## config.mk

```make
export PLATFORM = sky130hd
export DESIGN_NAME = game_port_axis_timer_top
export DESIGN_NICKNAME = d
export VERILOG_FILES = /design/src/rtl/gpat_pkg.sv /design/src/rtl/game_port_axis_timer_top.sv
export SDC_FILE = /design/constraint.sdc
export NUM_CORES = 1
export LEC_CHECK = 0
export BUFFER_PORTS_ARGS = -buffer_cell sky130_fd_sc_hd__buf_2
export CAP_MARGIN = 15
export CELL_PAD_IN_SITES_DETAIL_PLACEMENT = 1
export CELL_PAD_IN_SITES_GLOBAL_PLACEMENT = 1
export CORE_MARGIN = 2
export CORE_UTILIZATION = 53
export CTS_BUF_LIST = sky130_fd_sc_hd__clkbuf_4 sky130_fd_sc_hd__clkbuf_8
export DETAILED_ROUTE_END_ITERATION = 10
export MAX_ROUTING_LAYER = met4
export PLACE_DENSITY = 0.95
export SLEW_MARGIN = 25
export SYNTH_ARGS = -nofsm -noshare
export SYNTH_HDL_FRONTEND = slang
export SYNTH_SLANG_ARGS = --single-unit
```

## constraint.sdc

```tcl
create_clock -name aclk -period 22.7 [get_ports aclk]
set_clock_uncertainty 0.2 [all_clocks]
set_input_delay 2.27 -clock aclk [delete_from_list [all_inputs] [get_ports aclk]]
set_output_delay 2.27 -clock aclk [all_outputs]
set_load 0.01 [all_outputs]
```

## src/rtl/gpat_pkg.sv

```systemverilog
// Package for the game port axis timer: widths, register map, opcodes and reset values.
// No dependencies; imported by game_port_axis_timer_top.
`timescale 1ns / 1ps

package gpat_pkg;

    // Default width of elapsed time and of the axis result fields.
    localparam int TIME_BITS_DEF = 20;

    // Fixed widths of the configuration registers.
    localparam int TMO_BITS   = 20;
    localparam int SHIFT_BITS = 6;

    // Largest shift that a correction register holds.
    localparam logic [SHIFT_BITS-1:0] SHIFT_CAP = 6'd32;

    // Reset value of both timeout registers.
    localparam logic [TMO_BITS-1:0] TMO_RESET = 20'd4096;

    // APB address width and register indexes (byte address is 4 * index).
    localparam int ADDR_BITS = 5;
    localparam int IDX_BITS  = 3;

    typedef enum logic [IDX_BITS-1:0] {
        REG_SHIFT_X0  = 3'd0,
        REG_SHIFT_Y0  = 3'd1,
        REG_SHIFT_X1  = 3'd2,
        REG_SHIFT_Y1  = 3'd3,
        REG_TIMEOUT0  = 3'd4,
        REG_TIMEOUT1  = 3'd5
    } reg_idx_t;

    // Input transaction kind, carried on s_tuser.
    typedef enum logic {
        OP_TRIGGER = 1'b0,
        OP_SAMPLE  = 1'b1
    } op_t;

    // Input payload layout.
    localparam int IN_DATA_BITS = 16;

endpackage

```

## src/rtl/game_port_axis_timer_top.sv

```systemverilog
// Top level of the game port axis timer: stream input and output, APB register port.
// Depends on gpat_pkg for widths, register indexes, opcodes and reset values.
`timescale 1ns / 1ps

// A run's result is registered in the output register, or in the skid register while the
// output register is full and not taken, when its ending sample transaction is accepted.
// Throughput: one input transaction per clock while the skid register is empty; a two-entry
// output buffer (output plus skid register) keeps s_tready high while one result waits on m_tready.
// Reset: synchronous, active low; clears the run state, empties the output buffer,
// sets the correction registers to 0 and both timeout registers to 4096.
module game_port_axis_timer_top
    import gpat_pkg::*;
#(
    parameter int TIME_BITS = TIME_BITS_DEF
) (
    input  logic                  aclk,
    input  logic                  aresetn,

    // Input stream.
    input  logic                  s_tvalid,
    output logic                  s_tready,
    // s_tdata, from bit 0 up: axis_mask[3:0], stick_select[4], port_bits[12:5], zeros.
    input  logic [IN_DATA_BITS-1:0] s_tdata,
    // s_tuser: op (0 trigger, 1 sample).
    input  logic                  s_tuser,

    // Result stream.
    output logic                  m_tvalid,
    input  logic                  m_tready,
    // m_tdata, from bit 0 up: axis_x0, axis_y0, axis_x1, axis_y1 (TIME_BITS each),
    // buttons_stick0[4], buttons_stick1[2], timed_out[1], present_axes[4],
    // full_sticks[2], partial_stick[1], zeros up to a whole byte.
    output logic [((4*TIME_BITS+14+7)/8)*8-1:0] m_tdata,

    // APB register port.
    input  logic                  psel,
    input  logic                  penable,
    input  logic                  pwrite,
    input  logic [ADDR_BITS-1:0]  paddr,
    input  logic [31:0]           pwdata,
    output logic [31:0]           prdata,
    output logic                  pready
);

    localparam int RES_BITS  = 4*TIME_BITS + 14;
    localparam int OUT_BITS  = ((RES_BITS + 7) / 8) * 8;
    localparam int CMP_BITS  = (TIME_BITS > TMO_BITS) ? TIME_BITS : TMO_BITS;

    // ------------------------------------------------------------------
    // Configuration registers. Shifts are clamped to 32 when written.
    // ------------------------------------------------------------------
    logic [SHIFT_BITS-1:0] shift_reg [4];
    logic [TMO_BITS-1:0]   timeout_reg [2];

    logic                  cfg_write;
    reg_idx_t              cfg_idx;
    logic [SHIFT_BITS-1:0] shift_wr;

    assign pready    = 1'b1;
    assign cfg_write = psel && penable && pwrite && pready;
    assign cfg_idx   = reg_idx_t'(paddr[ADDR_BITS-1:2]);
    assign shift_wr  = (pwdata[SHIFT_BITS-1:0] > SHIFT_CAP) ? SHIFT_CAP
                                                            : pwdata[SHIFT_BITS-1:0];

    always_ff @(posedge aclk) begin
        if (!aresetn) begin
            for (int i = 0; i < 4; i++) begin
                shift_reg[i] <= '0;
            end
            timeout_reg[0] <= TMO_RESET;
            timeout_reg[1] <= TMO_RESET;
        end else if (cfg_write) begin
            case (cfg_idx)
                REG_SHIFT_X0: shift_reg[0]   <= shift_wr;
                REG_SHIFT_Y0: shift_reg[1]   <= shift_wr;
                REG_SHIFT_X1: shift_reg[2]   <= shift_wr;
                REG_SHIFT_Y1: shift_reg[3]   <= shift_wr;
                REG_TIMEOUT0: timeout_reg[0] <= pwdata[TMO_BITS-1:0];
                REG_TIMEOUT1: timeout_reg[1] <= pwdata[TMO_BITS-1:0];
                default: ;
            endcase
        end
    end

    // Register readback; addresses past the map read as zero.
    always_comb begin
        case (cfg_idx)
            REG_SHIFT_X0: prdata = 32'(shift_reg[0]);
            REG_SHIFT_Y0: prdata = 32'(shift_reg[1]);
            REG_SHIFT_X1: prdata = 32'(shift_reg[2]);
            REG_SHIFT_Y1: prdata = 32'(shift_reg[3]);
            REG_TIMEOUT0: prdata = 32'(timeout_reg[0]);
            REG_TIMEOUT1: prdata = 32'(timeout_reg[1]);
            default:      prdata = '0;
        endcase
    end

    // ------------------------------------------------------------------
    // Input decode.
    // ------------------------------------------------------------------
    logic       in_accept;
    op_t        in_op;
    logic [3:0] in_mask;
    logic       in_sel;
    logic [7:0] in_port;

    assign in_accept = s_tvalid && s_tready;
    assign in_op     = op_t'(s_tuser);
    assign in_mask   = s_tdata[3:0];
    assign in_sel    = s_tdata[4];
    assign in_port   = s_tdata[12:5];

    // ------------------------------------------------------------------
    // Run state and its update.
    // ------------------------------------------------------------------
    logic                 measuring_reg, measuring_next;
    logic [TIME_BITS-1:0] elapsed_reg, elapsed_next;
    logic [TIME_BITS-1:0] capture_reg [4];
    logic [TIME_BITS-1:0] capture_next [4];
    logic [3:0]           mask_reg, mask_next;
    logic [TMO_BITS-1:0]  timeout_act_reg, timeout_act_next;

    logic                 waiting;     // a waited-on axis is still high
    logic                 below_limit; // elapsed time may still advance
    logic                 end_run;     // this sample closes the run
    logic [TIME_BITS-1:0] elapsed_inc;

    assign waiting     = (in_port[3:0] & mask_reg) != 4'd0;
    assign below_limit = (CMP_BITS'(elapsed_reg) < CMP_BITS'(timeout_act_reg))
                         && (elapsed_reg != {TIME_BITS{1'b1}});
    assign elapsed_inc = elapsed_reg + 1'b1;
    assign end_run     = in_accept && (in_op == OP_SAMPLE) && measuring_reg
                         && !(waiting && below_limit);

    always_comb begin
        measuring_next   = measuring_reg;
        elapsed_next     = elapsed_reg;
        mask_next        = mask_reg;
        timeout_act_next = timeout_act_reg;
        for (int i = 0; i < 4; i++) begin
            capture_next[i] = capture_reg[i];
        end
        if (in_accept) begin
            case (in_op)
                OP_TRIGGER: begin
                    // A trigger always restarts; a run in progress is dropped.
                    measuring_next   = 1'b1;
                    elapsed_next     = '0;
                    mask_next        = in_mask;
                    timeout_act_next = timeout_reg[in_sel];
                    for (int i = 0; i < 4; i++) begin
                        capture_next[i] = '0;
                    end
                end
                OP_SAMPLE: begin
                    if (measuring_reg) begin
                        if (waiting && below_limit) begin
                            // Every axis still high, waited on or not, takes the new time.
                            elapsed_next = elapsed_inc;
                            for (int i = 0; i < 4; i++) begin
                                if (in_port[i]) begin
                                    capture_next[i] = elapsed_inc;
                                end
                            end
                        end else begin
                            measuring_next = 1'b0;
                        end
                    end
                end
                default: ;
            endcase
        end
    end

    always_ff @(posedge aclk) begin
        if (!aresetn) begin
            measuring_reg   <= 1'b0;
            elapsed_reg     <= '0;
            mask_reg        <= '0;
            timeout_act_reg <= '0;
            for (int i = 0; i < 4; i++) begin
                capture_reg[i] <= '0;
            end
        end else begin
            measuring_reg   <= measuring_next;
            elapsed_reg     <= elapsed_next;
            mask_reg        <= mask_next;
            timeout_act_reg <= timeout_act_next;
            for (int i = 0; i < 4; i++) begin
                capture_reg[i] <= capture_next[i];
            end
        end
    end

    // ------------------------------------------------------------------
    // Result assembly from the captures and the ending sample's port byte.
    // ------------------------------------------------------------------
    logic [TIME_BITS-1:0] axis_time [4];
    logic [3:0]           present;
    logic [3:0]           buttons;
    logic [1:0]           full_cnt;
    logic                 partial;
    logic [OUT_BITS-1:0]  result;

    always_comb begin
        for (int i = 0; i < 4; i++) begin
            // A shift of 32 or more clears the field.
            axis_time[i] = capture_reg[i] >> shift_reg[i];
        end
    end

    assign present  = ~in_port[3:0];
    assign buttons  = ~in_port[7:4];
    assign full_cnt = 2'((present[1:0] == 2'b11)) + 2'((present[3:2] == 2'b11));
    assign partial  = (present[0] ^ present[1]) || (present[2] ^ present[3]);

    assign result = OUT_BITS'({partial, full_cnt, present, waiting, buttons[3:2], buttons,
                               axis_time[3], axis_time[2], axis_time[1], axis_time[0]});

    // ------------------------------------------------------------------
    // Output register with a skid register behind it.
    // ------------------------------------------------------------------
    logic                out_valid_reg, out_valid_next;
    logic [OUT_BITS-1:0] out_data_reg, out_data_next;
    logic                skid_valid_reg, skid_valid_next;
    logic [OUT_BITS-1:0] skid_data_reg, skid_data_next;
    logic                out_pop;

    assign out_pop  = out_valid_reg && m_tready;
    assign s_tready = !skid_valid_reg;
    assign m_tvalid = out_valid_reg;
    assign m_tdata  = out_data_reg;

    always_comb begin
        out_valid_next  = out_valid_reg;
        out_data_next   = out_data_reg;
        skid_valid_next = skid_valid_reg;
        skid_data_next  = skid_data_reg;
        if (out_pop || !out_valid_reg) begin
            if (skid_valid_reg) begin
                out_valid_next  = 1'b1;
                out_data_next   = skid_data_reg;
                skid_valid_next = end_run;
                skid_data_next  = result;
            end else begin
                out_valid_next = end_run;
                out_data_next  = result;
            end
        end else if (end_run) begin
            skid_valid_next = 1'b1;
            skid_data_next  = result;
        end
    end

    always_ff @(posedge aclk) begin
        if (!aresetn) begin
            out_valid_reg  <= 1'b0;
            skid_valid_reg <= 1'b0;
        end else begin
            out_valid_reg  <= out_valid_next;
            skid_valid_reg <= skid_valid_next;
        end
    end

    always_ff @(posedge aclk) begin
        out_data_reg  <= out_data_next;
        skid_data_reg <= skid_data_next;
    end

    // ------------------------------------------------------------------
    // Assertions.
    // ------------------------------------------------------------------

    // The skid register only fills behind a full output register.
    a_skid_behind_out: assert property (@(posedge aclk) disable iff (!aresetn)
        skid_valid_reg |-> out_valid_reg)
        else $error("skid register holds a result while the output register is empty");

    // Elapsed time never passes the timeout latched for the run.
    a_elapsed_bound: assert property (@(posedge aclk) disable iff (!aresetn)
        measuring_reg |-> (CMP_BITS'(elapsed_reg) <= CMP_BITS'(timeout_act_reg)))
        else $error("elapsed time beyond the active timeout");

    // A run that ends leaves the block idle and a result buffered.
    a_end_idle: assert property (@(posedge aclk) disable iff (!aresetn)
        end_run |=> (!measuring_reg && out_valid_reg))
        else $error("run ended without going idle or buffering a result");

    // An accepted trigger always starts a run from zero.
    a_trigger_starts: assert property (@(posedge aclk) disable iff (!aresetn)
        (in_accept && (in_op == OP_TRIGGER)) |=> (measuring_reg && (elapsed_reg == '0)))
        else $error("trigger did not start a fresh run");

endmodule
```

==> results of run 1 <==
## metal layers
metal	up-vias	track usage, %
li1	6481	-
met1	7347	35.8
met2	710	50.3
met3	202	6.05
met4	0	15.3
met5	-	-
## power groups by stage
stage	Sequential (W)	Combinational [W]	Clock [W]
5_1_grt	0.000756	0.000108	0.000649
2_1_floorplan	0.000759	0.0000760	0
4_1_cts	0.000755	0.0000978	0.000621
6_report	0.000754	0.000101	0.000613
3_5_place_dp	0.000769	0.0000953	0
3_3_place_gp	0.000766	0.0000902	0
## synthesized netlist by cell type (41+ instances only)
master	instances	share of area (%)
a211oi_1	43	1.7
a21oi_1	83	2.2
clkbuf_1	88	1.7
dfxtp_1	127	13
edfxtp_1	248	39
mux2_2	53	3.1
mux2i_1	183	9.6
mux4_2	48	5.7
nand2_1	175	3.4
nor2_1	144	2.8
nor3_1	41	1.1
o31ai_1	41	1.6
## area by class of cell
class                      count  area share [%]
sequential                   375            47.0
multi-input combinational   1136            39.4
clock buffer                  79            4.65
timing repair buffer         175            4.38
tap                          461            2.71
clock inverter                34            1.19
inverter                      39           0.689
## stage by stage
step	util (%)	setup WS, ps	hold slack [ps]	total power (W)
2_1_floorplan	-	10550	232	0.000835
3_3_place_gp	56.1	16260	240	0.000857
3_5_place_dp	56.1	16190	262	0.000864
4_1_cts	59.6	16180	273	0.00147
5_1_grt	59.7	16010	309	0.00151
6_report	59.7	16140	269	0.00147
## worst min-delay path by stage
stage / end / slack [ps]
after floorplan: measuring_reg / 230
after global placement: measuring_reg / 240
after detailed placement: mask_reg[3] / 260
after CTS: mask_reg[1] / 270
after global routing: measuring_reg / 310
final: mask_reg[1] / 270
## cells by family after synthesis
logic type                 after synthesis
AOI/OAI and AO/OA                      286
xor gates and xnor gates                16
adders and majority gates               23
buffers and inverters                  181
DFF                                    375
muxes                                  284
other                                    2
and+or+nand+nor                        512
## tightest hold or removal path, delay by kind of cell (launching register included)
family / cells / cell delay, ps
AO/OA/AOI/OAI: 1 / 60
AND/OR/NAND/NOR: 1 / 50
flip-flops: 1 / 310
==> metrics.md, run 1 <==
| Metric | Value |
|---|---|
| Max Root-Sink Buffers | `3` |
| Top layer used by detailed routing | `met4` |
| Largest family of logic cells by synthesized area | `multiplexers` |
| Final max-slew violation count | `0` |
| Critical path destination | `prdata[3]` |
| Post-Route Setup TNS | `0 ps` |
| RSZ-0062 raised after global routing | `false` |
| Syn_area_per_cell | `11.4 µm²` |
| Layout cells sized above 1 | `22.0%` |
| PD cells | `roughly 69 nW/µm²` |
| Adder-cell share of the synthesized area | `1.51%` |
| Crit-path max FO | `30` |
| Most common cell after layout, fill and taps aside | `edfxtp_1` |
| Status | `finished clean` |
| Largest net degree at the start of global routing | `75` |
| CTS tree | `yes` |
| Post-CTS Setup Bufs | `0` |
| Top FF cell, synth | `edfxtp_1` |
| Hold path cells | `2` |
| CTS resizes | `0` |
| Initial antenna violation count | `0` |
| Final std cells w/o fill | `between 2k and 2.5k` |
| # fillers | `roughly 3.7k` |
| Multi-input logic area | `8360 µm²` |
| Nets@finish | `around 1.9k` |
| DRC | `0` |
| ANT cells | `0` |
| CP max stage delay | `620 ps` |
| GRT overflow | `0` |
| XOR/XNOR Fraction of Synth Area | `0.733%` |
| YS warnings | `0` |
| #FFs+latches synth | `between 300 and 400` |
| DR WL met2 | `27,800 µm` |
| Vias per inst | `6.41` |
| Worst R2R End | `skid_data_reg[51]` |
| Worst setup EP type | `primary output` |
| Part of the power in registers | `about half` |
| Post-synthesis sequential area ratio | `between 50% and 60%` |
| Worst VDD drop | `about 0.000053 V` |
| Final HPWL DP | `~37,000 µm` |
| Ys async rst share | `0%` |
| Vias in the first global route | `about 16k` |
| Starting Density | `53.7%` |
| Placed instance area | `20,000 µm²` |
| Final setup vio count | `0` |
| Skew-Pair Late Insertion Delay | `670 ps` |
| Die X | `194 µm` |
| Io pins | `192` |
| Netlist cell types | `63` |
| DR WL/cell | `24.5 µm` |
| Die Y | `slightly below 200 µm` |
| Syn-to-layout area delta | `11.2%` |
| Synth Cell Area | `19,100 µm²` |
| Post-route cell area | `21,200 µm²` |
| Placed Cells | `2,184` |
| Post-Synth Simple-Gate Area | `between 10% and 20%` |
| Worst R2R Setup Slack | `about 18,000 ps` |
| Most frequent cells in the layout | `edfxtp_1, mux2i_1, nand2_1, buf_2, nor2_1` |
| Global-route usage over all layers | `between 30% and 40%` |
| ANT nets after route | `0` |
| WP buf/inv | `3` |
| Crit share post-route | `28.9%` |
| Core Box Area | `roughly 36,000 µm²` |
| Compound-Gate Fraction of Synth Area | `around a tenth` |
| CP max-delay cell | `buf_2` |
| First-pass GRT wire length | `around 90,000 µm` |
| Net Sw Frac | `25.1%` |
| Worst EP required | `20,230 ps` |
| Setup crit start | `paddr[2]` |
| Pleak | `8.43 nW` |
| Crit Path Category | `input port to primary output` |
| Die ar. | `37,600 µm²` |
| Worst-path cell chain | `buf_2 > inv_1 > nor2_1 > a22oi_1 > o22ai_1 > buf_2` |
| Clk root buf | `clkbuf_8` |
| Via total after detailed routing | `between 10k and 15k` |
| CTS buffer count | `61` |
| Row cnt | `a little under 70` |
| Combinational power share | `under 10%` |
| Syn Inst Count | `approximately 1.7k` |
| Worst hold start | `mask_reg[1]` |
| Mux share of post-synthesis cell area | `18.4%` |
| Internal | `0.00110 W` |
| EDFF count, synth | `248` |
| Reg2reg start | `elapsed_reg[18]` |
| Max cap viols | `0` |
| Met3 Wirelength | `4420 µm` |
| Final Hold Fails | `0` |
| Startpoint types | `input port` |
| Worst Tran Pin Value | `1130 ps` |
| Most used cell, CP | `buf_2` |
| Psw | `around 0.00037 W` |
| Met1 wire length | `21,500 µm` |
| Top delay family on crit path | `buffers and inverters` |
| CTS Hold Buffers Added | `0` |
| Fmax | `approximately 150 MHz` |
| CTS HTree Levels | `2` |
| Register-to-Register Path Depth | `9` |
| Placer congestion estimate | `about 0.9` |
| Crit path arrival time | `slightly above 4000 ps` |
| Initial DRC Count | `1,160` |
| Clock Pin Slew Worst Setup and Hold Paths | `approximately 70 ps` |
| Hold Path Class | `register to register` |
| Clock tree sinks | `375` |
| Buffers on Ports | `159` |
| Rel. slew slack | `between 20% and 30%` |
| Seq. cell area | `approximately 10000 µm²` |
| Pre-antenna DRT Iters | `5` |
| Critical path depth | `6` |
| Final WL | `56,200 µm` |
| Min cycle time layout | `approximately 6600 ps` |
| Clock power frac | `41.8%` |
Power figures use the tool's default switching activity.
==> run 2, diff against run 1 <==
Settings changed: CORE_UTILIZATION 53 to 49, PLACE_DENSITY 0.95 to 0.93.
Clock period 22.7 ns to 6.8 ns, I/O delays scaled along.
==> run 2 against run 1 <==
  * Clock power rose to 3.3 times the previous value
  * Sequential share of layout area down 0.28 points
  * Critical path type is now register to register
  * Die area up 8.0%
  * Sequential power rose to 3.3 times the previous value
  * First-iteration DRC count down 15%
  * Cell area up 0.59%
  * Power rose to 3.3 times the previous value
  * Flip-flop and latch count unchanged
  * Core utilization down 4.3 points
  * Largest power group unchanged
  * Setup slack worse by 13000 ps
==> metrics.md, run 2 (synthesis gave the netlist of run 1 again) <==
| Metric | Value |
|---|---|
| Post-route cell area | `21,400 µm² (was 21,200 µm²)` |
| Die Y | `202 µm (was 194 µm)` |
| Layout cells sized above 1 | `22.5% (was 22.0%)` |
| Hold path cells | `2 (unchanged)` |
| DR WL/cell | `22.5 µm (was 24.5 µm)` |
| DRC | `0 (unchanged)` |
| Starting Density | `49.6% (was 53.7%)` |
| Crit Path Category | `register to register (was input port to primary output)` |
| Crit-path max FO | `92 (was 30)` |
| Io pins | `192 (unchanged)` |
| CTS HTree Levels | `2 (unchanged)` |
| CTS buffer count | `60 (was 61)` |
| ANT nets after route | `0 (unchanged)` |
| Vias in the first global route | `14.7k (was 15.7k)` |
| Placer congestion estimate | `0.911 (was 0.915)` |
| Worst R2R Setup Slack | `3060 ps (was 17,900 ps)` |
| Clock Pin Slew Worst Setup and Hold Paths | `60 ps (was 70 ps)` |
| Register-to-Register Path Depth | `9 (unchanged)` |
| Status | `finished clean (unchanged)` |
| Rel. slew slack | `28.4% (was 24.7%)` |
| CTS Hold Buffers Added | `0 (unchanged)` |
| Via total after detailed routing | `14.3k (was 14.7k)` |
| GRT overflow | `0 (unchanged)` |
| Final max-slew violation count | `0 (unchanged)` |
| Clk root buf | `clkbuf_8 (unchanged)` |
| Nets@finish | `1,872 (unchanged)` |
| Initial DRC Count | `986 (was 1,160)` |
| Fmax | `268 MHz` |
| Worst EP required | `6880 ps (was 20,230 ps)` |
| Pleak | `8.46 nW (was 8.43 nW)` |
| Row cnt | `72 (was 69)` |
| Worst R2R End | `skid_data_reg[42] (was skid_data_reg[51])` |
| Clock tree sinks | `375 (unchanged)` |
| Startpoint types | `register (was input port)` |
| Worst hold start | `s_tdata[12] (was mask_reg[1])` |
| Crit path arrival time | `3820 ps (was 4090 ps)` |
| # fillers | `4,133 (was 3,718)` |
| Core Box Area | `38,600 µm² (was 35,600 µm²)` |
| Post-CTS Setup Bufs | `0 (unchanged)` |
| Syn-to-layout area delta | `11.8% (was 11.2%)` |
| Die ar. | `40,600 µm² (was 37,600 µm²)` |
| Placed Cells | `2,242 (was 2,184)` |
| Seq. cell area | `9990 µm² (unchanged)` |
| Vias per inst | `6.08 (was 6.41)` |
| Die X | `202 µm (was 194 µm)` |
| Final WL | `53,000 µm (was 56,200 µm)` |
| Max cap viols | `0 (unchanged)` |
| Pre-antenna DRT Iters | `5 (unchanged)` |
| PD cells | `228 nW/µm² (was 69.1 nW/µm²)` |
| Reg2reg start | `elapsed_reg[17] (was elapsed_reg[18])` |
| First-pass GRT wire length | `82,700 µm (was 88,300 µm)` |
| Initial antenna violation count | `0 (unchanged)` |
| Most common cell after layout, fill and taps aside | `edfxtp_1 (unchanged)` |
| Multi-input logic area | `8360 µm² (unchanged)` |
| Placed instance area | `20,100 µm² (was 20,000 µm²)` |
| Global-route usage over all layers | `26.6% (was 30.5%)` |
| Largest net degree at the start of global routing | `93 (was 75)` |
| Hold Path Class | `input port to register (was register to register)` |
| Post-Route Setup TNS | `0 ps (unchanged)` |
| Buffers on Ports | `159 (unchanged)` |
| Most frequent cells in the layout | `edfxtp_1, mux2i_1, nand2_1, buf_2, nor2_1 (unchanged)` |
| Skew-Pair Late Insertion Delay | `670 ps (about the same)` |
| Worst setup EP type | `register (was primary output)` |
| CTS resizes | `0 (unchanged)` |
| Max Root-Sink Buffers | `3 (unchanged)` |
| RSZ-0062 raised after global routing | `false (unchanged)` |
| Hold Path Sink | `skid_data_reg[85] (was mask_reg[1])` |
| Min cycle time layout | `3740 ps` |
| ANT cells | `0 (unchanged)` |
| CTS tree | `yes (unchanged)` |
| Final Hold Fails | `0 (unchanged)` |
| Worst Tran Pin Value | `1070 ps (was 1130 ps)` |
| Final HPWL DP | `36,900 µm (was 37,100 µm)` |
| Final setup vio count | `0 (unchanged)` |
| Setup WS post-layout | `3060 ps (was 16,140 ps)` |
| Final std cells w/o fill | `2,355 (was 2,299)` |
| Worst VDD drop | `0.000135 V (was 0.0000531 V)` |
| Crit share post-route | `54.9%` |
| Worst slack, placed | `2930 ps (was 16,190 ps)` |
[run 2: per-layer routing]
metal | track usage, % | part of all wire (%) | vias to the layer above
met1 | 32.7 | 40 | 7135
met5 | - | 0 | -
li1 | - | - | 6472
met4 | 10.0 | 3.9 | 0
met2 | 44.0 | 49 | 583
met3 | 4.86 | 7.0 | 139
[run 2: area by class of cell]
cell class | instances | share of cell area (%)
clock buffer | 95 | 5.44
multi-input combinational | 1136 | 39.1
clock inverter | 16 | 0.468
inverter | 39 | 0.685
timing repair buffer | 176 | 4.50
tap | 518 | 3.03
sequential | 375 | 46.7
[run 2: stage by stage]
stage                     util (%)  power [W]  hold slack, ps
after detailed placement      52.1    0.00289             254
after floorplan                  -    0.00279             232
final                         55.4    0.00488            54.5
after CTS                     55.4    0.00492            7.55
after global placement        52.0    0.00286             241
after global routing          55.4    0.00504            27.1
[run 2: worst max path at each step]
stage | end | from | slack (ps)
2_1_floorplan | skid_data_reg[0] | elapsed_reg[17] | 1750
3_3_place_gp | elapsed_reg[5] | s_tuser | 3170
3_5_place_dp | capture_reg[1][16] | s_tuser | 2930
4_1_cts | skid_data_reg[2] | elapsed_reg[17] | 3100
5_1_grt | skid_data_reg[54] | elapsed_reg[17] | 2850
6_report | skid_data_reg[42] | elapsed_reg[17] | 3060
[run 2: worst max-delay path: stages, from the launching register on]
cell,delay (ps)
dfxtp_1,400
ha_1,350
nand4_1,160
nor4_2,510
and2_1,280
a2111oi_4,80
buf_4,350
a21o_1,310
o21ai_4,180
buf_12,370
[run 2: power by group]
group,internal [W],leakage [nW],switching (W),total (W)
clock,0.00112,0.672,0.000915,0.00203
combinational,0.000117,4.11,0.000210,0.000327
sequential,0.00246,3.68,0.0000583,0.00252
